`src/hw/rtl/dfr_pkg.sv`:
```
package dfr_pkg;

    localparam int MAX_PAYLOAD_BYTES = 64;
    localparam int STORE_DEPTH       = 64;
    localparam int ADDR_W            = $clog2(STORE_DEPTH);
    localparam int LEN_W             = 7;

    localparam logic [7:0] CRC_POLY         = 8'h07;
    localparam logic [7:0] CRC_INIT         = 8'h00;
    localparam logic [7:0] SYNC_FIRST_RST   = 8'hA5;
    localparam logic [7:0] SYNC_SECOND_RST  = 8'h5A;
    localparam logic [7:0] MAX_LEN_BYTE     = 8'(MAX_PAYLOAD_BYTES);

    // APB register map, word index taken from paddr[2]
    localparam logic REG_SYNC_FIRST  = 1'b0;
    localparam logic REG_SYNC_SECOND = 1'b1;

    typedef enum logic [1:0] {
        ST_GOOD     = 2'd0,
        ST_CRC_FAIL = 2'd1,
        ST_BAD_LEN  = 2'd2
    } frame_status_t;

    typedef enum logic [2:0] {
        EMIT_NONE,
        EMIT_BAD_LEN,
        EMIT_CRC_FAIL,
        EMIT_EMPTY,
        EMIT_PAYLOAD
    } emit_kind_t;

    typedef struct packed {
        logic       take_type;
        logic       take_len;
        logic       take_pay;
        logic       drain_clr;
        logic       drain_step;
        emit_kind_t emit;
    } dfr_cmd_t;

    typedef struct packed {
        logic hit_first;
        logic hit_second;
        logic len_over;
        logic len_zero;
        logic pay_last;
        logic crc_ok;
        logic held_zero;
        logic drain_last;
        logic out_busy;
        logic out_free;
    } dfr_stat_t;

    // CRC-8, MSB first, one byte per call
    function automatic logic [7:0] crc8_update(logic [7:0] crc, logic [7:0] data);
        logic [7:0] c;
        c = crc ^ data;
        for (int k = 0; k < 8; k++) begin
            c = c[7] ? ((c << 1) ^ CRC_POLY) : (c << 1);
        end
        return c;
    endfunction

endpackage

```
`src/hw/rtl/dfr_rx_if.sv`:
```
interface dfr_rx_if;
    logic       valid;
    logic       ready;
    logic [7:0] rx_byte;

    modport source (output valid, output rx_byte, input ready);
    modport sink   (input valid, input rx_byte, output ready);
endinterface

```
`src/hw/rtl/dfr_res_if.sv`:
```
interface dfr_res_if;
    logic        valid;
    logic        ready;
    logic [1:0]  status;
    logic [7:0]  frame_type;
    logic [7:0]  frame_len;
    logic [7:0]  payload_byte;
    logic [5:0]  byte_index;
    logic        last;
    logic [15:0] crc_fail_total;
    logic [15:0] bad_len_total;

    modport source (
        output valid, output status, output frame_type, output frame_len,
        output payload_byte, output byte_index, output last,
        output crc_fail_total, output bad_len_total,
        input  ready
    );
    modport sink (
        input  valid, input status, input frame_type, input frame_len,
        input  payload_byte, input byte_index, input last,
        input  crc_fail_total, input bad_len_total,
        output ready
    );
endinterface

```
`src/hw/rtl/dfr_ctrl.sv`:
```
module dfr_ctrl
    import dfr_pkg::*;
(
    input  logic      clk,
    input  logic      rst_n,
    input  logic      in_valid,
    output logic      in_ready,
    input  dfr_stat_t stat,
    output dfr_cmd_t  cmd
);

    typedef enum logic [2:0] {
        S_HUNT_A,
        S_HUNT_B,
        S_TYPE,
        S_LEN,
        S_PAY,
        S_CHECK,
        S_DRAIN_RD,
        S_DRAIN_WR
    } state_t;

    state_t state_reg;
    state_t state_next;
    logic   parsing;
    logic   fire;

    assign parsing  = (state_reg != S_DRAIN_RD) && (state_reg != S_DRAIN_WR);
    // every request, not only one that may produce a result, needs the output register empty
    assign in_ready = parsing && !stat.out_busy;
    assign fire     = in_valid && in_ready;

    always_comb
    begin
        cmd        = '0;
        cmd.emit   = EMIT_NONE;
        state_next = state_reg;
        unique case (state_reg)
            S_HUNT_A:
            begin
                if (fire && stat.hit_first)
                begin
                    state_next = S_HUNT_B;
                end
            end
            S_HUNT_B:
            begin
                if (fire)
                begin
                    if (stat.hit_second)
                    begin
                        state_next = S_TYPE;
                    end
                    else if (!stat.hit_first)
                    begin
                        state_next = S_HUNT_A;
                    end
                end
            end
            S_TYPE:
            begin
                if (fire)
                begin
                    cmd.take_type = 1'b1;
                    state_next    = S_LEN;
                end
            end
            S_LEN:
            begin
                if (fire)
                begin
                    if (stat.len_over)
                    begin
                        cmd.emit   = EMIT_BAD_LEN;
                        state_next = S_HUNT_A;
                    end
                    else
                    begin
                        cmd.take_len = 1'b1;
                        state_next   = stat.len_zero ? S_CHECK : S_PAY;
                    end
                end
            end
            S_PAY:
            begin
                if (fire)
                begin
                    cmd.take_pay = 1'b1;
                    if (stat.pay_last)
                    begin
                        state_next = S_CHECK;
                    end
                end
            end
            S_CHECK:
            begin
                if (fire)
                begin
                    if (!stat.crc_ok)
                    begin
                        cmd.emit   = EMIT_CRC_FAIL;
                        state_next = S_HUNT_A;
                    end
                    else if (stat.held_zero)
                    begin
                        cmd.emit   = EMIT_EMPTY;
                        state_next = S_HUNT_A;
                    end
                    else
                    begin
                        cmd.drain_clr = 1'b1;
                        state_next    = S_DRAIN_RD;
                    end
                end
            end
            S_DRAIN_RD:
            begin
                // memory read of the current index lands next cycle
                state_next = S_DRAIN_WR;
            end
            S_DRAIN_WR:
            begin
                if (stat.out_free)
                begin
                    cmd.emit       = EMIT_PAYLOAD;
                    cmd.drain_step = 1'b1;
                    state_next     = stat.drain_last ? S_HUNT_A : S_DRAIN_RD;
                end
            end
            default:
            begin
                state_next = S_HUNT_A;
            end
        endcase
    end

    always_ff @(posedge clk or negedge rst_n)
    begin
        if (!rst_n)
        begin
            state_reg <= S_HUNT_A;
        end
        else
        begin
            state_reg <= state_next;
        end
    end

    a_emit_needs_slot: assert property (@(posedge clk) disable iff (!rst_n)
        (cmd.emit != EMIT_NONE) |-> stat.out_free)
        else $error("result loaded while output register still held");

    a_drain_nonempty: assert property (@(posedge clk) disable iff (!rst_n)
        (state_reg == S_DRAIN_RD || state_reg == S_DRAIN_WR) |-> !stat.held_zero)
        else $error("drain entered for an empty frame");

    a_check_after_pay: assert property (@(posedge clk) disable iff (!rst_n)
        (cmd.take_pay && stat.pay_last) |=> (state_reg == S_CHECK))
        else $error("last payload byte did not lead to CRC check");

endmodule

```
`src/hw/rtl/dfr_datapath.sv`:
```
module dfr_datapath
    import dfr_pkg::*;
(
    input  logic         clk,
    input  logic         rst_n,
    input  dfr_cmd_t     cmd,
    output dfr_stat_t    stat,
    input  logic [7:0]   rx_byte,
    input  logic [7:0]   sync_first,
    input  logic [7:0]   sync_second,
    dfr_res_if.source    res
);

    logic [7:0]        held_type_reg;
    logic [LEN_W-1:0]  held_length_reg;
    logic [LEN_W-1:0]  payload_count_reg;
    logic [7:0]        crc_reg;
    logic [7:0]        crc_next;
    logic [15:0]       crc_fail_reg;
    logic [15:0]       crc_fail_next;
    logic [15:0]       bad_len_reg;
    logic [15:0]       bad_len_next;
    logic [ADDR_W-1:0] drain_idx_reg;
    logic [7:0]        rd_data_reg;
    logic [7:0]        pay_mem [STORE_DEPTH];

    logic              out_valid_reg;
    frame_status_t     out_status_reg;
    logic [7:0]        out_type_reg;
    logic [7:0]        out_len_reg;
    logic [7:0]        out_byte_reg;
    logic [ADDR_W-1:0] out_idx_reg;
    logic              out_last_reg;
    logic [15:0]       out_crc_fail_reg;
    logic [15:0]       out_bad_len_reg;

    frame_status_t     out_status_next;
    logic [7:0]        out_len_next;
    logic [7:0]        out_byte_next;
    logic [ADDR_W-1:0] out_idx_next;
    logic              out_last_next;
    logic              load;

    assign load = (cmd.emit != EMIT_NONE);

    always_comb
    begin
        stat.hit_first  = (rx_byte == sync_first);
        stat.hit_second = (rx_byte == sync_second);
        stat.len_over   = (rx_byte > MAX_LEN_BYTE);
        stat.len_zero   = (rx_byte == 8'd0);
        stat.pay_last   = ((payload_count_reg + LEN_W'(1)) >= held_length_reg);
        stat.crc_ok     = (rx_byte == crc_reg);
        stat.held_zero  = (held_length_reg == '0);
        stat.drain_last = ((LEN_W'(drain_idx_reg) + LEN_W'(1)) == held_length_reg);
        stat.out_busy   = out_valid_reg;
        stat.out_free   = !out_valid_reg || res.ready;
    end

    always_comb
    begin
        crc_next = crc_reg;
        if (cmd.take_type)
        begin
            crc_next = crc8_update(CRC_INIT, rx_byte);
        end
        else if (cmd.take_len || cmd.take_pay)
        begin
            crc_next = crc8_update(crc_reg, rx_byte);
        end
    end

    // saturating error counters; result items carry the updated totals
    assign crc_fail_next = (cmd.emit == EMIT_CRC_FAIL && crc_fail_reg != 16'hFFFF)
                           ? crc_fail_reg + 16'd1 : crc_fail_reg;
    assign bad_len_next  = (cmd.emit == EMIT_BAD_LEN && bad_len_reg != 16'hFFFF)
                           ? bad_len_reg + 16'd1 : bad_len_reg;

    always_comb
    begin
        out_status_next = ST_GOOD;
        out_len_next    = 8'd0;
        out_byte_next   = 8'd0;
        out_idx_next    = '0;
        out_last_next   = 1'b1;
        case (cmd.emit)
            EMIT_BAD_LEN:
            begin
                out_status_next = ST_BAD_LEN;
                out_len_next    = rx_byte;
            end
            EMIT_CRC_FAIL:
            begin
                out_status_next = ST_CRC_FAIL;
                out_len_next    = 8'(held_length_reg);
            end
            EMIT_PAYLOAD:
            begin
                out_len_next  = 8'(held_length_reg);
                out_byte_next = rd_data_reg;
                out_idx_next  = drain_idx_reg;
                out_last_next = stat.drain_last;
            end
            default:
            begin
                out_status_next = ST_GOOD;
            end
        endcase
    end

    always_ff @(posedge clk or negedge rst_n)
    begin
        if (!rst_n)
        begin
            held_type_reg     <= '0;
            held_length_reg   <= '0;
            payload_count_reg <= '0;
            crc_reg           <= CRC_INIT;
            crc_fail_reg      <= '0;
            bad_len_reg       <= '0;
            drain_idx_reg     <= '0;
            out_valid_reg     <= 1'b0;
        end
        else
        begin
            crc_reg      <= crc_next;
            crc_fail_reg <= crc_fail_next;
            bad_len_reg  <= bad_len_next;
            if (cmd.take_type)
            begin
                held_type_reg <= rx_byte;
            end
            if (cmd.take_len)
            begin
                held_length_reg   <= rx_byte[LEN_W-1:0];
                payload_count_reg <= '0;
            end
            else if (cmd.take_pay)
            begin
                payload_count_reg <= payload_count_reg + LEN_W'(1);
            end
            if (cmd.drain_clr)
            begin
                drain_idx_reg <= '0;
            end
            else if (cmd.drain_step)
            begin
                drain_idx_reg <= drain_idx_reg + ADDR_W'(1);
            end
            if (load)
            begin
                out_valid_reg <= 1'b1;
            end
            else if (res.ready)
            begin
                out_valid_reg <= 1'b0;
            end
        end
    end

    always_ff @(posedge clk)
    begin
        if (cmd.take_pay)
        begin
            pay_mem[payload_count_reg[ADDR_W-1:0]] <= rx_byte;
        end
        rd_data_reg <= pay_mem[drain_idx_reg];
    end

    always_ff @(posedge clk)
    begin
        if (load)
        begin
            out_status_reg   <= out_status_next;
            out_type_reg     <= held_type_reg;
            out_len_reg      <= out_len_next;
            out_byte_reg     <= out_byte_next;
            out_idx_reg      <= out_idx_next;
            out_last_reg     <= out_last_next;
            out_crc_fail_reg <= crc_fail_next;
            out_bad_len_reg  <= bad_len_next;
        end
    end

    assign res.valid          = out_valid_reg;
    assign res.status         = out_status_reg;
    assign res.frame_type     = out_type_reg;
    assign res.frame_len      = out_len_reg;
    assign res.payload_byte   = out_byte_reg;
    assign res.byte_index     = out_idx_reg;
    assign res.last           = out_last_reg;
    assign res.crc_fail_total = out_crc_fail_reg;
    assign res.bad_len_total  = out_bad_len_reg;

    a_crc_fail_monotonic: assert property (@(posedge clk) disable iff (!rst_n)
        crc_fail_reg >= $past(crc_fail_reg))
        else $error("CRC failure counter went backward");

    a_bad_len_monotonic: assert property (@(posedge clk) disable iff (!rst_n)
        bad_len_reg >= $past(bad_len_reg))
        else $error("bad length counter went backward");

    a_count_in_range: assert property (@(posedge clk) disable iff (!rst_n)
        payload_count_reg <= held_length_reg)
        else $error("payload count ran past frame length");

endmodule

```
`src/hw/rtl/sync_length_crc8_deframer_unit.sv`:
```
// Receive-side frame parser: takes one byte per request on rx and hunts for
// sync_first then sync_second, reads type and length, stores up to 64 payload
// bytes in an internal 64x8 RAM and checks a CRC-8 (poly 0x07, init 0) over
// type, length and payload against the closing byte. Bytes are taken at one
// per cycle while the output register is empty; a byte that produces a
// result holds rx off until the output register has been taken. A good
// frame of N payload bytes then drains from the RAM, each result by a
// registered RAM read and then a load of the output register, so rx stays
// stalled for the drain after the CRC byte, longer if res is back-pressured.
// The RAM needs no clearing after reset. sync_first sits at byte address 0
// and sync_second at 4; write them only while the parser is idle.
module sync_length_crc8_deframer_unit
    import dfr_pkg::*;
(
    input  logic        clk,
    input  logic        rst_n,
    dfr_rx_if.sink      rx,
    dfr_res_if.source   res,
    input  logic        psel,
    input  logic        penable,
    input  logic        pwrite,
    input  logic [2:0]  paddr,
    input  logic [31:0] pwdata,
    output logic [31:0] prdata,
    output logic        pready
);

    logic [7:0] sync_first_reg;
    logic [7:0] sync_second_reg;
    logic       cfg_wr;
    dfr_cmd_t   cmd;
    dfr_stat_t  stat;

    assign pready = 1'b1;
    assign cfg_wr = psel && penable && pwrite && pready;

    always_ff @(posedge clk or negedge rst_n)
    begin
        if (!rst_n)
        begin
            sync_first_reg  <= SYNC_FIRST_RST;
            sync_second_reg <= SYNC_SECOND_RST;
        end
        else if (cfg_wr)
        begin
            unique case (paddr[2])
                REG_SYNC_FIRST:  sync_first_reg  <= pwdata[7:0];
                REG_SYNC_SECOND: sync_second_reg <= pwdata[7:0];
                default:         sync_first_reg  <= sync_first_reg;
            endcase
        end
    end

    always_comb
    begin
        unique case (paddr[2])
            REG_SYNC_FIRST:  prdata = {24'd0, sync_first_reg};
            REG_SYNC_SECOND: prdata = {24'd0, sync_second_reg};
            default:         prdata = 32'd0;
        endcase
    end

    dfr_ctrl u_ctrl (
        .clk      (clk),
        .rst_n    (rst_n),
        .in_valid (rx.valid),
        .in_ready (rx.ready),
        .stat     (stat),
        .cmd      (cmd)
    );

    dfr_datapath u_datapath (
        .clk         (clk),
        .rst_n       (rst_n),
        .cmd         (cmd),
        .stat        (stat),
        .rx_byte     (rx.rx_byte),
        .sync_first  (sync_first_reg),
        .sync_second (sync_second_reg),
        .res         (res)
    );

endmodule
```
`src/flat_wrapper.sv`:
```
// flat-port wrapper written by rule: the top's interface ports become plain ports
module sync_length_crc8_deframer_unit_flat import dfr_pkg::*;
  (clk, rst_n, psel, penable, pwrite, paddr, pwdata, prdata, pready, rx_valid, rx_rx_byte, rx_ready, res_valid, res_status, res_frame_type, res_frame_len, res_payload_byte, res_byte_index, res_last, res_crc_fail_total, res_bad_len_total, res_ready);
  dfr_rx_if rx_i ();
  dfr_res_if res_i ();
  input  logic clk;
  input  logic rst_n;
  input  logic psel;
  input  logic penable;
  input  logic pwrite;
  input  logic [2:0] paddr;
  input  logic [31:0] pwdata;
  output logic [31:0] prdata;
  output logic pready;
  input wire logic [$bits(rx_i.valid)-1:0] rx_valid;
  input wire logic [$bits(rx_i.rx_byte)-1:0] rx_rx_byte;
  output wire logic [$bits(rx_i.ready)-1:0] rx_ready;
  output wire logic [$bits(res_i.valid)-1:0] res_valid;
  output wire logic [$bits(res_i.status)-1:0] res_status;
  output wire logic [$bits(res_i.frame_type)-1:0] res_frame_type;
  output wire logic [$bits(res_i.frame_len)-1:0] res_frame_len;
  output wire logic [$bits(res_i.payload_byte)-1:0] res_payload_byte;
  output wire logic [$bits(res_i.byte_index)-1:0] res_byte_index;
  output wire logic [$bits(res_i.last)-1:0] res_last;
  output wire logic [$bits(res_i.crc_fail_total)-1:0] res_crc_fail_total;
  output wire logic [$bits(res_i.bad_len_total)-1:0] res_bad_len_total;
  input wire logic [$bits(res_i.ready)-1:0] res_ready;
  assign rx_i.valid = rx_valid;
  assign rx_i.rx_byte = rx_rx_byte;
  assign rx_ready = rx_i.ready;
  assign res_valid = res_i.valid;
  assign res_status = res_i.status;
  assign res_frame_type = res_i.frame_type;
  assign res_frame_len = res_i.frame_len;
  assign res_payload_byte = res_i.payload_byte;
  assign res_byte_index = res_i.byte_index;
  assign res_last = res_i.last;
  assign res_crc_fail_total = res_i.crc_fail_total;
  assign res_bad_len_total = res_i.bad_len_total;
  assign res_i.ready = res_ready;
  sync_length_crc8_deframer_unit u_core (.clk(clk), .rst_n(rst_n), .rx(rx_i), .res(res_i), .psel(psel), .penable(penable), .pwrite(pwrite), .paddr(paddr), .pwdata(pwdata), .prdata(prdata), .pready(pready));
endmodule
```
`config.mk`:
```
export PLATFORM = sky130hd
export DESIGN_NAME = sync_length_crc8_deframer_unit_flat
export DESIGN_NICKNAME = d
export VERILOG_FILES = /design/src/hw/rtl/dfr_pkg.sv /design/src/hw/rtl/dfr_rx_if.sv /design/src/hw/rtl/dfr_res_if.sv /design/src/hw/rtl/dfr_ctrl.sv /design/src/hw/rtl/dfr_datapath.sv /design/src/hw/rtl/sync_length_crc8_deframer_unit.sv /design/src/flat_wrapper.sv
export SDC_FILE = /design/constraint.sdc
export NUM_CORES = 1
export LEC_CHECK = 0
export BUFFER_PORTS_ARGS = -buffer_cell sky130_fd_sc_hd__clkbuf_2
export CELL_PAD_IN_SITES_DETAIL_PLACEMENT = 1
export CELL_PAD_IN_SITES_GLOBAL_PLACEMENT = 1
export CORE_MARGIN = 2
export CORE_UTILIZATION = 31
export CTS_CLUSTER_DIAMETER = 150
export DETAILED_ROUTE_END_ITERATION = 10
export GPL_TIMING_DRIVEN = 0
export PLACE_DENSITY = 0.56
export SLEW_MARGIN = 25
export SYNTH_ARGS = -nofsm -noshare
export SYNTH_HDL_FRONTEND = slang
export SYNTH_SLANG_ARGS = --single-unit
```
`constraint.sdc`:
```
create_clock -name clk -period 14.3 [get_ports clk]
set_input_delay 0 -clock clk [delete_from_list [all_inputs] [get_ports clk]]
set_output_delay 0 -clock clk [all_outputs]
set_load 0.01 [all_outputs]
```
### Word-level counts from Yosys, hierarchy flattened

Memory sizes are Yosys's and may differ from the RTL's. A register that Yosys moved wholly into a read port is not among the register bits.
Cells that the tools add are included.

* input bits: 50
* register bits after elaboration: 153
* memory bits (writable): 512
* output and inout bits: 100
* memories: 1

* bitwise operators: 18
* equality and inequality tests: 27
* reduce and logical (&&, ||, !) cells: 23
* order comparisons: 2
* multiplexer cells: 65
* add/sub/neg operators: 5

Memories
* u_core.u_datapath.pay_mem: words 64, width 8, rd ports 1, clocked after Yosys merged registers in 1, write ports 1, RTL line dfr_datapath.sv:25 `logic [7:0] pay_mem [STORE_DEPTH];`

Operators with widths (number)
* 3-bit two-way mux: 30
* 32-bit one-hot mux with 2 select lines: 1
* 3-bit inverter: 16
* 16-bit by 1-bit adder with 16-bit output, second input constant: 2
* 16-bit two-way mux: 2
* 16-bit != test, second input constant: 2
* 8-bit equality test: 3
* 3-bit one-hot mux with 8 select lines: 1
* 1-bit two-way mux: 18
* 8-bit two-way mux: 2
* 8-bit one-hot mux with 2 select lines: 1
* 3-bit equality test, second input constant: 5
* 7-bit two-way mux: 2
* 6-bit two-way mux: 2
* 2-bit != test, second input constant: 6
* 3-bit by 2-bit equality test with 1-bit output, second input constant: 3
* 3-bit one-hot mux with 3 select lines: 1
* 9-bit AND reduction: 1
* 8-bit by 7-bit > comparator with 1-bit output, second input constant: 1
* 1-bit logical AND: 8
* 8-bit logical NOT: 1
* 2-bit nonzero test: 4
* 8-bit bitwise XOR: 1
* 6-bit by 1-bit adder with 7-bit output, second input constant: 1
* other kinds (19): 26

### Longest topological paths before layout

Gate-level depths: netlist (run 1).

* word-level depth: 19
* gate-level depth with buffers: 11
* mapped depth without buffers: 11

### Modules after synthesis

Synthesis (run 1) repeated with hierarchy kept, for this count alone.

* cells, all modules: 1736
* area total of the unflattened synthesis: 28310.9 sq um

By module, submodules not included
* dfr_datapath: cells each 1617, times used 1, area each 26970.9 sq um, seq. area each 19213.4 sq um
* sync_length_crc8_deframer_unit: cells each 70, times used 1, area each 932.1 sq um, seq. area each 410.4 sq um
* dfr_ctrl: cells each 49, times used 1, area each 407.9 sq um, seq. area each 75.1 sq um

### Worst setup path before layout (run 1)

OpenSTA, ideal clock, no wires.

* path kind: register to register
* from: reg u_core.u_datapath.crc_reg[6]
* to: reg u_core.u_datapath.out_bad_len_reg[0] (netlist: u_core.u_datapath.res.bad_len_total[0]), enable pin
* period minus slack after synthesis: 6537 ps
* cell stages (with the launch flop): 8
* required time: 13721 ps
* data arrival time: 5958 ps
* setup slack: 7763 ps
* setup time: 579 ps
* cell sequence: dfrtp_1 clkbuf_1 xnor2_1 ha_1 and3_1 and3_1 and2_1 o21ai_0

* longest elaborated chain between the ends: 5

RTL lines
* start: declaration: RTL line dfr_datapath.sv:17 `logic [7:0] crc_reg;`
* start signal: assignment: RTL line dfr_datapath.sv:126 `crc_reg <= crc_next;`
* 8-bit equality test: RTL line dfr_datapath.sv:53 `stat.crc_ok = (rx_byte == crc_reg);`
* 2-bit two-way mux: RTL line dfr_ctrl.sv:99 `if (!stat.crc_ok)`
* 2-bit two-way mux: RTL line dfr_ctrl.sv:97 `if (fire)`
* 3-bit one-hot mux with 3 select lines: RTL line dfr_ctrl.sv:38 `unique case (state_reg)`
* 3-bit nonzero test: RTL line dfr_datapath.sv:44 `assign load = (cmd.emit != EMIT_NONE);`
* net u_core.u_datapath.load: RTL line dfr_datapath.sv:42 `logic load;`
* end signal: assignment: RTL line dfr_datapath.sv:181 `out_bad_len_reg <= bad_len_next;`
* end: declaration: RTL line dfr_datapath.sv:35 `logic [15:0] out_bad_len_reg;`

The timed path passes the listed nets, and every way through them passes these cells.
A chain may end at the register's enable or synchronous reset.

==> flow_metrics.env, run 1 <==
export IMPL_antenna_cells=0
export IMPL_rsz0062_at_grt="no"
export IMPL_critPathCaptureType="register"
export IMPL_wirelength_um=69100
export IMPL_insertion_delay_ps=630
export IMPL_clock_skew_ps=19.2
export IMPL_cts_max_path_buffers=3
export IMPL_synth_top_area_share_pct=63.3
export IMPL_core_um2=87200
export IMPL_rows=108
export IMPL_arrival_ps=4170
export IMPL_cts_root_buf="clkbuf_16"
export IMPL_drtAntennaViolNets=0
export IMPL_port_buffer_count=97
export IMPL_finalMaxSlewViolations=0
export IMPL_cts_tree="done"
export IMPL_synth_most_common_cell="edfxtp_1"
export IMPL_period_share_pct=25.9
export IMPL_fill_cells=8704
export IMPL_gr_total_overflow=0
export IMPL_worst_slew_pin_slew_ps=1040
export IMPL_vdd_drop_max_uv=79.3
export IMPL_synthFlopType="edfxtp_1"
export IMPL_grt_pass1_wl_um=104000
export IMPL_grt_max_degree=78
export IMPL_dieHeight_um=301
export IMPL_drive_above_1_share_pct=26.8
export IMPL_cts_buffers=74
export IMPL_fin_crit_ps=3700
export IMPL_drv_cap=0
export IMPL_crit_slowest_cell="clkbuf_1"
export IMPL_nNetsFinal=1769
export IMPL_final_core_utilization_pct=36.8
export IMPL_yosys_warnings=0
export IMPL_relSlewSlack_pct=30.5
export IMPL_syn_area_per_cell_um2=18.4
export IMPL_dieArea_um2=90700
export IMPL_remaining_drc_errors=0
export IMPL_htreeDepth=3
export IMPL_synthTopCellsByCount="edfxtp_1 (577), mux4_2 (160), nor2_1 (113)"
export IMPL_cp_max_fo=10
export IMPL_worstSetupPathType="register to register"
export IMPL_routed_via_density=4.91
export IMPL_track_usage_pct=15.5
export IMPL_post_drt_wl_per_cell_um=23.7
export IMPL_dp_slack_ps=10360
export IMPL_cp_start_kind="register"
export IMPL_ios=150
export IMPL_grt_pass1_vias=15100
export IMPL_antenna_found_initial=1
export IMPL_post_dp_hpwl_um=45400
export IMPL_dr_first_iter_drc_count=942
export IMPL_hold_viol_final=0
export IMPL_cts_setup_buffers=0
export IMPL_p_leak_nw=10.9
export IMPL_synthDistinctLibCells=61
export IMPL_slowest_delay_ps=760
export IMPL_syn_area_um2=27400
export IMPL_cts_sinks=673
export IMPL_firstDrtPassIters=5
export IMPL_cp_top_family="buffers and inverters"
export IMPL_synth_edf_count=577
export IMPL_cp_num_buf_inv=3
export IMPL_powerDensity_nw_per_um2=129
export IMPL_gp_congestion=0.835
export IMPL_crit_chain="clkbuf_1 -> clkbuf_1 -> buf_1 -> mux4_2 -> mux4_2 -> a22oi_1 -> nand2_1"
export IMPL_setup_violations=0
export IMPL_clk_pin_slew_worst_paths_ps=60
export IMPL_yosys_register_bits=673
export IMPL_hp_class="input pin to register"
export IMPL_cts_resized=0
export IMPL_cp_required_ps=14780
export IMPL_yosys_area_top_type="edfxtp_1"
export IMPL_max_freq_ghz=0.270
export IMPL_initial_core_util_pct=31.4
export IMPL_largest_reg_flops=512
export IMPL_die_w_um=301
export IMPL_async_reset_ff_share_pct=13.1
export IMPL_yosysSeqAreaShare_pct=72.0
export IMPL_status="complete, no violations"
export IMPL_synth_cells=1485
export IMPL_synthTopCellsByArea="edfxtp_1 (63%), mux4_2 (13%), dfrtp_1 (7.3%), xnor2_1 (2.3%), nor2_1 (1.5%)"
export IMPL_via_count=14300
export IMPL_area_delta_synth_final_pct=17.1
export IMPL_fin_ws_ps=10600
export IMPL_finalSetupTns_ps=0
-- area by class of cell --
class | count | area [um2] | area share [%]
plain buffers | 101 | 548 | 1.71
clock buffers | 89 | 1970 | 6.15
clock inverters | 44 | 362 | 1.13
inverters | 20 | 75.1 | 0.234
multi-input cells | 714 | 7160 | 22.3
flip-flops and latches | 673 | 19700 | 61.4
well taps | 1155 | 1450 | 4.51
repair buffers | 117 | 805 | 2.51
-- layer usage --
metal  wire, um  global-route usage [%]
met1      31900                    22.3
met4       1580                    4.29
met2      32200                    24.2
met5          0                       0
met3       3420                    2.61
-- repair_timing --
item                       in CTS  in global routing
setup endpoints to repair       0                  0
hold endpoints to repair      149                  0
hold buffers                   14                  0
-- tightest hold or removal path, stage by stage --
cell	delay [ps]
clkbuf_2	100
nand4bb_1	230
a311oi_2	130
-- power by group --
group | switching [mW] | internal, mW | total [mW] | leakage (nW)
Combinational | 0.0891 | 0.0573 | 0.146 | 3.25
Sequential | 0.0145 | 2.15 | 2.16 | 6.50
Clock | 0.781 | 1.06 | 1.84 | 1.15
Total | 0.884 | 3.27 | 4.15 | 10.9
-- path summary, 6_finish.rpt --
path | from | end | slack [ps] | cells after the start
min reg2reg | u_core.u_datapath.held_type_reg[6] | u_core.u_datapath.res.frame_type[6] | 440 | 0
max | u_core.u_datapath.drain_idx_reg[1] | u_core.u_datapath.rd_data_reg[6] | 10600 | 7
min | rx_valid | u_core.u_datapath.res.status[0] | 50 | 3
min in group asynchronous | rst_n | u_core.u_datapath.bad_len_reg[0] | 560 | 4
max in group asynchronous | rst_n | u_core.u_datapath.bad_len_reg[3] | 12850 | 4
max reg2reg | u_core.u_datapath.drain_idx_reg[1] | u_core.u_datapath.rd_data_reg[6] | 10600 | 7
-- layout by cell type (no fill, tap or decap), drive strengths merged, types with 5 or more instances in the layout --
cell,count
nand2b,5
xor2,24
and2,17
nor2b,10
nand3,28
o21ai,24
nand2,58
dfrtp,80
and3,7
ha,18
a22oi,17
clkbuf,230
dfstp,8
nor2,113
a21oi,18
a22o,7
xnor2,73
dlygate4sd3,14
conb,25
mux2,25
buf,63
or2,5
clkinv,33
edfxtp,577
nand4,24
inv,23
dfxtp,8
mux4,160
-- logic make-up after synthesis --
group / share of synthesized area [%]
DFF: 72.0
adders and majority gates: 0.823
and+or+nand+nor: 5.00
buffers and inverters: 2.27
muxes: 14.3
xor gates and xnor gates: 3.10
AOI/OAI and AO/OA: 2.49
other: 0.0274
-- stage by stage --
stage | cells | cell area [um2] | hold slack, ps | total power [mW]
finish | 2913 | 32100 | 52.5 | 4.15
global route | 2913 | 32100 | 62.8 | 4.30
CTS | 2913 | 32100 | 16.6 | 4.20
detailed placement | 2766 | 29600 | -146 | 2.35
global placement | 2760 | 29400 | 248 | 2.34
floorplan | 1508 | 27500 | -296 | 2.28
(Power assumes the default switching activity.)
==> run 2, diff against run 1 <==
Settings changed: ABC_AREA set to 1, PLACE_DENSITY 0.56 to 0.61.
Clock period 14.3 ns to 3.3 ns, I/O delays scaled along.
==> run 2 against run 1 <==
- the flow now finishes with violations (setup timing)
- clock skew is 18 ps higher
- global-route usage is 5.5 points higher
- power grew to 4.5 times the previous value
- maximum frequency is 8.4% higher
- sequential power grew to 4.4 times the previous value
- combinational power grew to 7.9 times the previous value
- clock-buffer cell count is 3 higher
- die area is 3.6% higher
- first-iteration DRC count is 92% higher
- critical endpoint is now u_core.u_datapath.pay_mem[10][5]
- largest power group unchanged
- highest routed layer unchanged
==> flow_metrics.env, run 2 <==
export IMPL_final_core_utilization_pct=37.1
export IMPL_wirelength_um=98800
export IMPL_largest_reg_flops=512
export IMPL_dp_slack_ps=-162
export IMPL_fin_crit_ps=3410
export IMPL_dieHeight_um=307
export IMPL_yosys_register_bits=673
export IMPL_worstHoldPathCells=1
export IMPL_fin_ws_ps=-112
export IMPL_cts_setup_buffers=0
export IMPL_dieArea_um2=94000
export IMPL_routed_via_density=5.25
export IMPL_hp_start="rx_rx_byte[3]"
export IMPL_layout_commonest_cell="edfxtp_1"
export IMPL_clock_skew_ps=37.1
export IMPL_cp_max_fo=8
export IMPL_synth_edf_count=577
export IMPL_relSlewSlack_pct=23.8
export IMPL_r2r_end="u_core.u_datapath.pay_mem[10][5]"
export IMPL_fill_cells=9806
export IMPL_grt_max_degree=60
export IMPL_finalNonFillerCells=3880
export IMPL_timing_rr_start="u_core.u_ctrl.state_reg[1]"
export IMPL_placed_cells=3716
export IMPL_met1_usage_pct=27.7
export IMPL_hp_class="input pin to register"
export IMPL_holdWs_ps=54.8
export IMPL_yosys_area_top_type="edfxtp_1"
export IMPL_clk_pin_slew_worst_paths_ps=60
export IMPL_drv_cap=0
export IMPL_synthTopCellsByArea="edfxtp_1 (61%), dfrtp_1 (7.1%), nor2_1 (5.3%), o21ai_0 (5.3%), nand2_1 (4.0%)"
export IMPL_grt_pass1_wl_um=145000
export IMPL_nNetsFinal=2717
export IMPL_post_drt_wl_per_cell_um=25.5
export IMPL_r2r_setup_slack_ps=-110
export IMPL_setup_violations=87
export IMPL_firstDrtPassIters=5
export IMPL_setup_worst_path_start="u_core.u_ctrl.state_reg[1]"
export IMPL_synth_top_area_share_pct=61.1
export IMPL_area_delta_synth_final_pct=18.0
export IMPL_p_leak_nw=11.8
export IMPL_async_reset_ff_share_pct=13.1
export IMPL_drive_above_1_share_pct=14.4
export IMPL_critPathCaptureType="register"
export IMPL_vdd_drop_max_uv=341
export IMPL_post_dp_hpwl_um=69500
export IMPL_powerDensity_nw_per_um2=554
export IMPL_antenna_cells=0
export IMPL_arrival_ps=3660
export IMPL_status="complete, but fails checks"
export IMPL_syn_area_um2=28400
export IMPL_use_met2_pct=35.0
export IMPL_power_mw=18.5
export IMPL_synth_cells=2409
export IMPL_cts_root_buf="clkbuf_16"
export IMPL_synthTopCellsByCount="edfxtp_1 (577), nor2_1 (402), nand2_1 (299), o21ai_0 (299), nand3_1 (114)"
export IMPL_ios=150
export IMPL_initial_core_util_pct=31.4
export IMPL_antenna_found_initial=2
export IMPL_worstSetupPathType="register to register"
export IMPL_cts_sinks=673
export IMPL_cts_buffers=75
export IMPL_gr_total_overflow=0
export IMPL_synthDistinctLibCells=56
export IMPL_gp_congestion=0.933
export IMPL_synthFlopType="edfxtp_1"
export IMPL_yosys_warnings=0
export IMPL_core_um2=90300
export IMPL_track_usage_pct=21.0
export IMPL_rows=110
export IMPL_rsz0062_at_grt="yes"
export IMPL_layout_common_cells="edfxtp_1 (577), nor2_1 (348), nand2_1 (299), o21ai_0 (299), nand3_1 (112)"
export IMPL_cp_required_ps=3550
export IMPL_grt_busiest_layer="met2"
export IMPL_hold_end="u_core.u_datapath.pay_mem[17][3]"
export IMPL_dr_first_iter_drc_count=1804
export IMPL_period_share_pct=103
export IMPL_syn_area_per_cell_um2=11.8
export IMPL_synth_most_common_cell="edfxtp_1"
export IMPL_worst_slew_pin_slew_ps=1140
export IMPL_grt_pass1_vias=21300
export IMPL_hold_viol_final=0
export IMPL_htreeDepth=3
export IMPL_port_buffer_count=98
export IMPL_insertion_delay_ps=640
export IMPL_cp_start_kind="register"
export IMPL_reg2reg_depth=8
export IMPL_use_met3_pct=2.41
export IMPL_yosysSeqAreaShare_pct=69.4
export IMPL_max_freq_ghz=0.293
export IMPL_remaining_drc_errors=0
export IMPL_die_w_um=307
export IMPL_drtAntennaViolNets=0
export IMPL_cts_max_path_buffers=3
export IMPL_cts_tree="done"
export IMPL_violations="setup timing"
export IMPL_via_count=20400
export IMPL_finalMaxSlewViolations=0
-- run 2: cell count changes in the layout (fill, tap and decap cells not counted), sizes merged, moves of 39 or more --
cell / previous run / this run
inv: 23 / 116
mux4: 160 / 0
nand2: 58 / 304
nand3: 28 / 118
nor2: 113 / 407
o211ai: 2 / 72
o21ai: 24 / 309
o221ai: 1 / 40
o22ai: 3 / 50
-- run 2: repair_timing --
action | in CTS | in global routing
hold buffers | 32 | 0
resized for setup | 26 | 35
hold endpoints to repair | 252 | 0
setup endpoints to repair | 174 | 340
-- run 2: final cells by class --
cell class | instances | area [um2] | area share [%]
Clock inverter | 40 | 297 | 0.886
Inverter | 115 | 438 | 1.31
Buffer | 154 | 778 | 2.32
Sequential cell | 673 | 19700 | 58.8
Multi-Input combinational cell | 1490 | 7740 | 23.1
Clock buffer | 92 | 1980 | 5.92
Tap cell | 1176 | 1470 | 4.39
Timing Repair Buffer | 140 | 1070 | 3.20
-- run 2: cells by family (layout without fill, tap and decap cells) --
| family | after synthesis | count (layout) | share of synthesized area [%] |
|---|---|---|---|
| flip-flops | 673 | 673 | 69.4 |
| XOR/XNOR | 69 | 69 | 2.20 |
| AO/OA/AOI/OAI | 512 | 512 | 10.6 |
| other | 2 | 25 | 0.0265 |
| AND/OR/NAND/NOR | 866 | 866 | 12.6 |
| buffers and inverters | 269 | 541 | 4.28 |
| adder cells (fa/ha/maj) | 18 | 18 | 0.794 |
-- run 2: power breakdown --
part | switching, mW | leakage (nW) | internal, mW
clock | 3.48 | 1.11 | 4.45
combinational | 0.741 | 4.22 | 0.406
sequential | 0.105 | 6.50 | 9.37
-- run 2: layer usage --
layer,part of all wire (%),routed length [um],vias up
li1,-,-,9040
met5,0,0,-
met1,42,41300,10400
met2,48,47400,706
met3,5.8,5700,177
met4,4.4,4380,0
-- run 2: worst max-delay path by stage --
stage / end / slack [ps] / depth (start not counted)
3_3_place_gp: u_core.u_datapath.res.frame_len[2] / -1760 / 12
6_report: u_core.u_datapath.pay_mem[10][5] / -110 / 8
3_5_place_dp: u_core.u_datapath.pay_mem[10][3] / -160 / 8
5_1_grt: u_core.u_datapath.pay_mem[0][1] / -230 / 8
4_1_cts: u_core.u_datapath.pay_mem[11][5] / -110 / 8
2_1_floorplan: u_core.u_datapath.res.bad_len_total[0] / 310 / 10
-- run 2: through the flow --
stage | setup TNS, ps | area, um2
finish | -3270 | 33500
floorplan | 0 | 28500
global route | -28260 | 33500
CTS | -3740 | 33400
global placement | -139080 | 30400
detailed placement | -5100 | 30700
-- run 2: critical path, stage by stage (launching register included) --
cell and delay (ps):
dfrtp_1 370, buf_6 140, a21oi_4 200, nand2_4 120, inv_1 200, nand2_2 150, nor2_1 280, nand3_1 680
nor2_2 870
